## config.mk

```make
export PLATFORM = sky130hd
export DESIGN_NAME = load_record_framer_unit
export DESIGN_NICKNAME = d
export VERILOG_FILES = /design/src/design/lrf_pkg.sv /design/src/design/load_record_framer_unit.sv
export SDC_FILE = /design/constraint.sdc
export NUM_CORES = 2
export LEC_CHECK = 0
export ABC_AREA = 1
export BUFFER_PORTS_ARGS = -buffer_cell sky130_fd_sc_hd__buf_4
export CORE_MARGIN = 1
export CORE_UTILIZATION = 35
export DETAILED_ROUTE_END_ITERATION = 8
export PLACE_DENSITY_LB_ADDON = 0.3
export SYNTH_ARGS = -nofsm -noshare
export SYNTH_HDL_FRONTEND = slang
export SYNTH_SLANG_ARGS = --single-unit
export TNS_END_PERCENT = 30
```

## constraint.sdc

```tcl
create_clock -name clk_i -period 10.5 [get_ports clk_i]
set_input_delay 2.625 -clock clk_i [delete_from_list [all_inputs] [get_ports clk_i]]
set_output_delay 2.625 -clock clk_i [all_outputs]
set_load 0.01 [all_outputs]
```

## src/design/lrf_pkg.sv

```systemverilog
`default_nettype none

package lrf_pkg;

  localparam int unsigned WordW       = 24;
  localparam int unsigned AddrW       = 48;
  localparam int unsigned LocW        = 7;
  localparam int unsigned FuncW       = 2;
  localparam int unsigned CfgW        = 6;
  localparam int unsigned MaxWordsDef = 32;

  localparam logic [LocW-1:0] LocNone       = LocW'(73);
  localparam logic [CfgW-1:0] RecWordsReset = CfgW'(32);

  typedef enum logic [FuncW-1:0] {
    FUNC_DATA   = 2'd0,
    FUNC_ORIGIN = 2'd1,
    FUNC_END    = 2'd2,
    FUNC_FLUSH  = 2'd3
  } func_e;

  typedef enum logic [3:0] {
    ST_IDLE,
    ST_HDR_CNT,
    ST_HDR_CHK,
    ST_HDR_AHI,
    ST_HDR_ALO,
    ST_DATA,
    ST_UPDATE,
    ST_FINISH,
    ST_RESUM
  } state_e;

  // Ones' complement add of two 24-bit words. One fold is enough because the
  // folded carry can never produce a second carry.
  function automatic logic [WordW-1:0] eac_add(input logic [WordW-1:0] a,
                                               input logic [WordW-1:0] b);
    logic [WordW:0] s;
    s = {1'b0, a} + {1'b0, b};
    return s[WordW-1:0] + {{(WordW-1){1'b0}}, s[WordW]};
  endfunction

endpackage

`default_nettype wire

```

## src/design/load_record_framer_unit.sv

```systemverilog
`default_nettype none

// Channel   | Direction | Handshake              | Payload
// ----------+-----------+------------------------+-------------------------------------------
// input     | in        | in_valid_i/in_stall_o  | func_i, included_i, locator_i,
//           |           |                        | load_address_i, data_word_i
// output    | out       | out_valid_o/out_stall_i| out_word_o, record_last_o, run_last_o
// config    | in        | cfg_we_i               | cfg_data_i (record_words)
//
// An item that is neither selected nor a flush is dropped while idle. A data word that
// closes no record is accepted, then written to the buffer in the update state. A record
// moves out at one word per cycle unless stalled, four header words plus its data words,
// read from the word buffer one entry ahead of the output register; reopening a record
// after a full or flushed one passes through the finish and resume states. The word
// buffer is not cleared at reset: only entries written for the pending record are ever
// read. Output stalls hold the output register and pause the sequencer; the input is
// stalled whenever the sequencer is busy.
module load_record_framer_unit #(
  parameter int unsigned MaxWords = lrf_pkg::MaxWordsDef
) (
  input  wire logic                        clk_i,
  input  wire logic                        rst_ni,
  // configuration
  input  wire logic                        cfg_we_i,
  input  wire logic [lrf_pkg::CfgW-1:0]    cfg_data_i,
  // input channel
  input  wire logic                        in_valid_i,
  output      logic                        in_stall_o,
  input  wire logic [lrf_pkg::FuncW-1:0]   func_i,
  input  wire logic                        included_i,
  input  wire logic [lrf_pkg::LocW-1:0]    locator_i,
  input  wire logic [lrf_pkg::AddrW-1:0]   load_address_i,
  input  wire logic [lrf_pkg::WordW-1:0]   data_word_i,
  // output channel
  output      logic                        out_valid_o,
  input  wire logic                        out_stall_i,
  output      logic [lrf_pkg::WordW-1:0]   out_word_o,
  output      logic                        record_last_o,
  output      logic                        run_last_o
);
  import lrf_pkg::*;

  localparam int unsigned IdxW = (MaxWords > 1) ? $clog2(MaxWords) : 1;
  localparam int unsigned CntW = $clog2(MaxWords + 1);
  localparam int unsigned LimW = CfgW + 1;

  // Architectural state of the pending record.
  state_e              state_q, state_d;
  logic [CntW-1:0]     count_q, count_d;
  logic [WordW-1:0]    sum_q, sum_d;
  logic [AddrW-1:0]    addr_q, addr_d;
  logic [LocW-1:0]     last_loc_q, last_loc_d;
  logic [CfgW-1:0]     rec_words_q;
  // post_q: a second record follows the current one for this item.
  // emit_post_q: the record now going out is that second one.
  logic                post_q, post_d;
  logic                emit_post_q, emit_post_d;

  // Captured item.
  func_e               func_q;
  logic [LocW-1:0]     loc_q;
  logic [AddrW-1:0]    item_addr_q;
  logic [WordW-1:0]    item_word_q;
  logic                newloc_q;

  // Output register.
  logic                out_valid_q, out_valid_d;
  logic [WordW-1:0]    out_word_q, out_word_d;
  logic                rec_last_q, rec_last_d;
  logic                run_last_q, run_last_d;

  // Word buffer.
  logic [WordW-1:0]    word_mem [MaxWords];
  logic [WordW-1:0]    rdata_q;
  logic                mem_we;
  logic [IdxW-1:0]     mem_wa;
  logic                rd_en;
  logic [IdxW-1:0]     rd_addr;
  logic [IdxW-1:0]     rd_idx_q, rd_idx_d;

  // Shared combinational terms.
  func_e               in_func;
  logic                accept;
  logic                relevant;
  logic                in_newloc;
  logic                ld;
  logic                rd_last;
  logic                emit_done;
  logic [LimW-1:0]     limit;
  logic [LimW-1:0]     next_cnt;
  logic [WordW-1:0]    open_sum;
  logic [WordW-1:0]    chk_word;

  assign in_func   = func_e'(func_i);
  assign accept    = in_valid_i && (state_q == ST_IDLE);
  assign relevant  = included_i || (in_func == FUNC_FLUSH);
  assign in_newloc = (locator_i != last_loc_q);
  assign ld        = !out_valid_q || !out_stall_i;
  assign rd_last   = ((CntW'(rd_idx_q) + CntW'(1)) == count_q);
  assign emit_done = ld && (((state_q == ST_HDR_ALO) && (count_q == '0)) ||
                            ((state_q == ST_DATA) && rd_last));

  // Effective word limit: zero acts as one, large values saturate.
  always_comb begin
    if (rec_words_q == '0) begin
      limit = LimW'(1);
    end else if (LimW'(rec_words_q) > LimW'(MaxWords)) begin
      limit = LimW'(MaxWords);
    end else begin
      limit = LimW'(rec_words_q);
    end
  end

  // Count after appending the incoming data word, judged at acceptance.
  assign next_cnt = (in_newloc ? LimW'(0) : LimW'(count_q)) + LimW'(1);

  assign open_sum = eac_add(item_addr_q[WordW-1:0], item_addr_q[AddrW-1:WordW]);
  assign chk_word = ~eac_add(sum_q, WordW'(count_q));

  // Next-state logic.
  always_comb begin
    state_d = state_q;
    case (state_q)
      ST_IDLE: begin
        if (accept && relevant) begin
          case (in_func)
            FUNC_DATA: begin
              state_d = (in_newloc && (count_q != '0)) ? ST_HDR_CNT : ST_UPDATE;
            end
            FUNC_ORIGIN, FUNC_END: begin
              state_d = (count_q != '0) ? ST_HDR_CNT : ST_UPDATE;
            end
            FUNC_FLUSH: begin
              state_d = (count_q != '0) ? ST_HDR_CNT : ST_IDLE;
            end
            default: state_d = ST_IDLE;
          endcase
        end
      end
      ST_HDR_CNT: if (ld) state_d = ST_HDR_CHK;
      ST_HDR_CHK: if (ld) state_d = ST_HDR_AHI;
      ST_HDR_AHI: if (ld) state_d = ST_HDR_ALO;
      ST_HDR_ALO, ST_DATA: begin
        if (emit_done) begin
          state_d = emit_post_q ? ST_FINISH : ST_UPDATE;
        end else if (ld) begin
          state_d = ST_DATA;
        end
      end
      ST_UPDATE: state_d = post_q ? ST_HDR_CNT : ST_IDLE;
      ST_FINISH: state_d = (func_q == FUNC_END) ? ST_IDLE : ST_RESUM;
      ST_RESUM:  state_d = ST_IDLE;
      default:   state_d = ST_IDLE;
    endcase
  end

  // Datapath and output logic.
  always_comb begin
    count_d     = count_q;
    sum_d       = sum_q;
    addr_d      = addr_q;
    last_loc_d  = last_loc_q;
    post_d      = post_q;
    emit_post_d = emit_post_q;
    out_valid_d = ld ? 1'b0 : out_valid_q;
    out_word_d  = out_word_q;
    rec_last_d  = rec_last_q;
    run_last_d  = run_last_q;
    mem_we      = 1'b0;
    mem_wa      = '0;
    rd_en       = 1'b0;
    rd_addr     = '0;
    rd_idx_d    = rd_idx_q;
    in_stall_o  = (state_q != ST_IDLE);

    case (state_q)
      ST_IDLE: begin
        if (accept && relevant) begin
          emit_post_d = (in_func == FUNC_FLUSH);
          case (in_func)
            FUNC_DATA:   post_d = (next_cnt >= limit);
            FUNC_ORIGIN: post_d = 1'b0;
            FUNC_END:    post_d = 1'b1;
            FUNC_FLUSH:  post_d = 1'b1;
            default:     post_d = 1'b0;
          endcase
        end
      end
      ST_HDR_CNT: begin
        if (ld) begin
          out_valid_d = 1'b1;
          out_word_d  = WordW'(count_q);
          rec_last_d  = 1'b0;
          run_last_d  = 1'b0;
        end
      end
      ST_HDR_CHK: begin
        if (ld) begin
          out_valid_d = 1'b1;
          out_word_d  = chk_word;
          rec_last_d  = 1'b0;
          run_last_d  = 1'b0;
        end
      end
      ST_HDR_AHI: begin
        if (ld) begin
          out_valid_d = 1'b1;
          out_word_d  = addr_q[AddrW-1:WordW];
          rec_last_d  = 1'b0;
          run_last_d  = 1'b0;
        end
      end
      ST_HDR_ALO: begin
        if (ld) begin
          out_valid_d = 1'b1;
          out_word_d  = addr_q[WordW-1:0];
          rec_last_d  = (count_q == '0);
          run_last_d  = (count_q == '0) && (emit_post_q || !post_q);
          if (count_q != '0) begin
            rd_en    = 1'b1;
            rd_addr  = '0;
            rd_idx_d = '0;
          end
        end
      end
      ST_DATA: begin
        if (ld) begin
          out_valid_d = 1'b1;
          out_word_d  = rdata_q;
          rec_last_d  = rd_last;
          run_last_d  = rd_last && (emit_post_q || !post_q);
          if (!rd_last) begin
            rd_en    = 1'b1;
            rd_addr  = rd_idx_q + IdxW'(1);
            rd_idx_d = rd_idx_q + IdxW'(1);
          end
        end
      end
      ST_UPDATE: begin
        emit_post_d = 1'b1;
        case (func_q)
          FUNC_DATA: begin
            if (newloc_q) begin
              addr_d     = item_addr_q;
              last_loc_d = loc_q;
              sum_d      = eac_add(open_sum, item_word_q);
              count_d    = CntW'(1);
              mem_we     = 1'b1;
              mem_wa     = '0;
            end else begin
              sum_d   = eac_add(sum_q, item_word_q);
              count_d = count_q + CntW'(1);
              mem_we  = (count_q < CntW'(MaxWords));
              mem_wa  = count_q[IdxW-1:0];
            end
          end
          FUNC_ORIGIN, FUNC_END: begin
            addr_d     = item_addr_q;
            last_loc_d = loc_q;
            sum_d      = open_sum;
            count_d    = '0;
          end
          default: begin
          end
        endcase
      end
      ST_FINISH: begin
        // A transfer record leaves the record it opened untouched.
        if (func_q != FUNC_END) begin
          addr_d  = addr_q + AddrW'(count_q);
          count_d = '0;
        end
      end
      ST_RESUM: begin
        sum_d = eac_add(addr_q[WordW-1:0], addr_q[AddrW-1:WordW]);
      end
      default: begin
      end
    endcase
  end

  // Control and record state.
  always_ff @(posedge clk_i or negedge rst_ni) begin
    if (!rst_ni) begin
      state_q     <= ST_IDLE;
      count_q     <= '0;
      sum_q       <= '0;
      addr_q      <= '0;
      last_loc_q  <= LocNone;
      rec_words_q <= RecWordsReset;
      post_q      <= 1'b0;
      emit_post_q <= 1'b0;
      out_valid_q <= 1'b0;
    end else begin
      state_q     <= state_d;
      count_q     <= count_d;
      sum_q       <= sum_d;
      addr_q      <= addr_d;
      last_loc_q  <= last_loc_d;
      post_q      <= post_d;
      emit_post_q <= emit_post_d;
      out_valid_q <= out_valid_d;
      if (cfg_we_i) begin
        rec_words_q <= cfg_data_i;
      end
    end
  end

  // Payload registers.
  always_ff @(posedge clk_i) begin
    if (accept) begin
      func_q      <= in_func;
      loc_q       <= locator_i;
      item_addr_q <= load_address_i;
      item_word_q <= data_word_i;
      newloc_q    <= in_newloc;
    end
    out_word_q <= out_word_d;
    rec_last_q <= rec_last_d;
    run_last_q <= run_last_d;
    rd_idx_q   <= rd_idx_d;
  end

  // Word buffer with registered read port.
  always_ff @(posedge clk_i) begin
    if (mem_we) begin
      word_mem[mem_wa] <= item_word_q;
    end
    if (rd_en) begin
      rdata_q <= word_mem[rd_addr];
    end
  end

  assign out_valid_o   = out_valid_q;
  assign out_word_o    = out_word_q;
  assign record_last_o = rec_last_q;
  assign run_last_o    = run_last_q;

`ifndef SYNTHESIS
  // The pending count never outgrows the buffer.
  a_count_range: assert property (@(posedge clk_i) disable iff (!rst_ni)
    count_q <= CntW'(MaxWords))
    else $error("pending word count exceeds buffer depth");

  // A buffer write and a buffer read never share a cycle.
  a_mem_excl: assert property (@(posedge clk_i) disable iff (!rst_ni)
    !(mem_we && rd_en))
    else $error("word buffer written while a record is read out");

  // The last word of an item always closes a record.
  a_run_closes_record: assert property (@(posedge clk_i) disable iff (!rst_ni)
    (out_valid_o && run_last_o) |-> record_last_o)
    else $error("run_last without record_last");

  // A selected item keeps the sequencer busy on the next cycle.
  a_busy_after_accept: assert property (@(posedge clk_i) disable iff (!rst_ni)
    (in_valid_i && !in_stall_o && included_i && (in_func != FUNC_FLUSH))
      |=> in_stall_o)
    else $error("selected item did not start the sequencer");
`endif

endmodule

`default_nettype wire
```

==> impl_results.md <==
- Status: finished clean
- Leak pwr: 21.8 nW
- Die area: 154,000 um2
- I/O Buffers: 120
- Peak VDD IR: 0.163 mV
- Root Buffer: clkbuf_16
- Min cycle time layout: 7.64 ns
- Cell count after synthesis: 5,534
- First-pass GRT wire length: 268,000 um
- Post-DP HPWL: 124,000 um
- Top post-synthesis cells by area: edfxtp_1 51%, nand2_1 8.0%, o211ai_1 5.8%
- Number of cells on the worst hold path: 1
- Cell Count, Final, Fillers Out: 7,721
- Clock buffer depth: 3
- Required @ worst endpoint: 11.09 ns
- DRC: 0
- CP Capture Type: register
- Gr ovfl total: 0
- Combinational Power Share: 0.411
- Number of flops mapped to enable cells by yosys: 905
- Most used cell, CP: nand2_1
- I/O pins: 121
- Sink Count: 1,003
- TritonCTS clock tree: yes
- Synth cell types: 60
- CP top delay family: simple AND/OR/NAND/NOR gates
- Routed Antenna Nets: 0
- Resize count post-CTS: 0
- Final nets: 5,852
- DR WL/cell: 23.8 um
- Synth warnings: 0
- Avg Cell Area, Syn: 9.61 um2
- Die Ht: 392 um
- Initial Utilization: 0.354
- F_max: 131 MHz
- Die W: 392 um
- GP Congestion: 1.03
- Fraction of power spent switching nets: 0.433
- Synth Flop Type: edfxtp_1
- Net switching power: 6.73 mW
- RSZ-0062 raised after global routing: false
- Synth top area share: 0.511
- Top cells by count, synth: 1,140 x nand2_1, 905 x edfxtp_1, 577 x nand3_1, 495 x inv_1, 414 x o211ai_1
- CP bufs+invs: 4
- Sequential Power Share: 0.342
- Power per cell area: 259 nW/um2
- Antenna violations before repair: 6
- Clock share of power: 0.246
- Filler cell count: 14.8k
- Area growth, synth to finish: 12.8%
- Critical Path AT: 8.23 ns
- CTS clk-pin slew, worst paths: 0.07 ns
- GRT Overall Usage: 0.236
- Tcrit/Tclk final: 0.728
- Via count: 42.2k
- CP Depth: 49
- Most common cell in the netlist: nand2_1
- Final wirelength: 184,000 um
- Rows: 142
- Syn Nets: 5,767
- Worst Path Max Fanout: 6
- Clk Latency, worst-skew pair: 0.78 ns
- Slowest cell on the critical path: fa_1
- Overall power: 15.5 mW
- R2R depth: 49
- Initial drt markers: 4,393
- Pin count of the biggest net entering global routing: 219
- Hold Violations, Final: 0
- Crit-path max cell delay: 0.44 ns
- Final core occ: 0.399
- Total CTS buffers: 107
- Maxcap violations: 0
- Slew @ Worst Pin: 1.15 ns
- Final setup vio count: 0
- Seq/Total Area, Yosys: 0.557
- Cell taking the most area after synthesis: edfxtp_1
- Layout cells sized above 1: 0.0857
- CP Launch Type: register
- Worst hold path class: reg -> reg
- Vias in the first global route: 40.0k
- Vias per std cell: 5.47
- Fin. max-slew vios: 0
- TritonRoute pass-1 iters: 6
- #FFs+latches synth: 1,003
- Int Power: 8.82 mW
- Inst Count DP: 7,526
- Fin Clk Skew: 0.0862 ns
- Async SR Flop Fraction: 0.0977
- Setup bufs post-CTS: 0
- Slew margin rel.: 0.234
- Hold-fix buffers, CTS: 0
- Ant diodes: 0
- H-tree depth: 3
- Setup TNS: 0 ns
- Crit path kind: reg -> reg
- Cell Area, Synth: 53,200 um2
- Core area: 150,000 um2
-- cell type report --
class	count	area [um2]	area share
Clock buffer	127	2820	0.0469
Clock inverter	68	707	0.0118
Sequential cell	1003	29600	0.494
Timing Repair Buffer	185	1410	0.0236
Inverter	507	1920	0.0320
Tap cell	2016	2520	0.0420
Multi-Input combinational cell	3815	21000	0.350
-- flip-flops by register name (all words and copies together) (netlist names), 2 cells and up, named ones only --
signal / count
addr_q: 48
last_loc_q: 7
item_word_q: 24
item_addr_q: 48
word_mem: 768
rdata_q: 24
out_word_o: 24
rd_idx_q: 5
state_q: 4
rec_words_q: 6
sum_q: 24
loc_q: 7
count_q: 6
func_q: 2
-- through the flow --
step / setup slack [ns] / instance area, um2 / hold slack [ns]
CTS: 2.95 / 60000 / 0.483
detailed placement: 3.00 / 56500 / 0.463
global placement: 3.10 / 56500 / 0.464
finish: 2.86 / 60000 / 0.478
floorplan: 4.33 / 53200 / 0.455
global route: 1.85 / 60000 / 0.492
-- power by group through the flow --
| stage | clock [mW] | combinational (mW) | sequential [mW] |
|---|---|---|---|
| after global placement | 0 | 6.24 | 5.37 |
| final | 3.83 | 6.39 | 5.32 |
| after global routing | 4.03 | 7.05 | 5.33 |
| after floorplan | 0 | 4.01 | 5.25 |
| after detailed placement | 0 | 6.25 | 5.38 |
| after CTS | 3.89 | 6.29 | 5.30 |
-- layout by cell type, fill, tap and decap left out, types with 6 or more instances in the layout --
cell type     n
a221oi_1      8
buf_4       183
nor2_4       32
dfrtp_1      94
clkbuf_16   109
o22ai_1      25
bufinv_16     9
o21ai_0     181
o21bai_1     17
nor3_1       59
ha_1        134
nor2_2       14
nand3b_1     18
nand2_1    1140
edfxtp_1    905
or2_1       335
nor4_1       22
mux2_2       10
o211ai_1    414
a31oi_1      14
xnor2_1      18
clkinv_2     25
a21oi_1     181
xor2_1       51
nand4_1      86
inv_1       493
nor2_1      354
clkinv_1     26
or2_2        49
clkbuf_1     16
nor3_2        7
fa_1          6
nand3_1     576
-- metal layers --
metal / up-vias / wire, um / share of wire / track usage
met2: 1690 / 82400 / 0.45 / 0.368
li1: 19600 / - / - / -
met1: 20600 / 79900 / 0.43 / 0.324
met4: 8 / 7980 / 0.043 / 0.0968
met5: - / 53 / 0.00029 / 0
met3: 329 / 13700 / 0.075 / 0.0414
-- kinds of logic after synthesis --
group | Yosys count | share of synthesized area
compound gates | 875 | 0.106
xor+xnor | 71 | 0.0120
fa+ha+maj | 140 | 0.0338
buf+inv | 716 | 0.0534
flops | 1003 | 0.557
mux | 10 | 0.00212
simple gates | 2719 | 0.236
-- worst paths after layout --
kind,slack [ns],endpoint,startpoint
max in group asynchronous,7.15,sum_q[16],rst_ni
max,2.86,sum_q[22],item_addr_q[0]
max reg2reg,2.86,sum_q[22],item_addr_q[0]
min,0.48,last_loc_q[3],loc_q[3]
min in group asynchronous,1.92,sum_q[0],rst_ni
min reg2reg,0.48,last_loc_q[3],loc_q[3]
(Power assumes the default switching activity.)
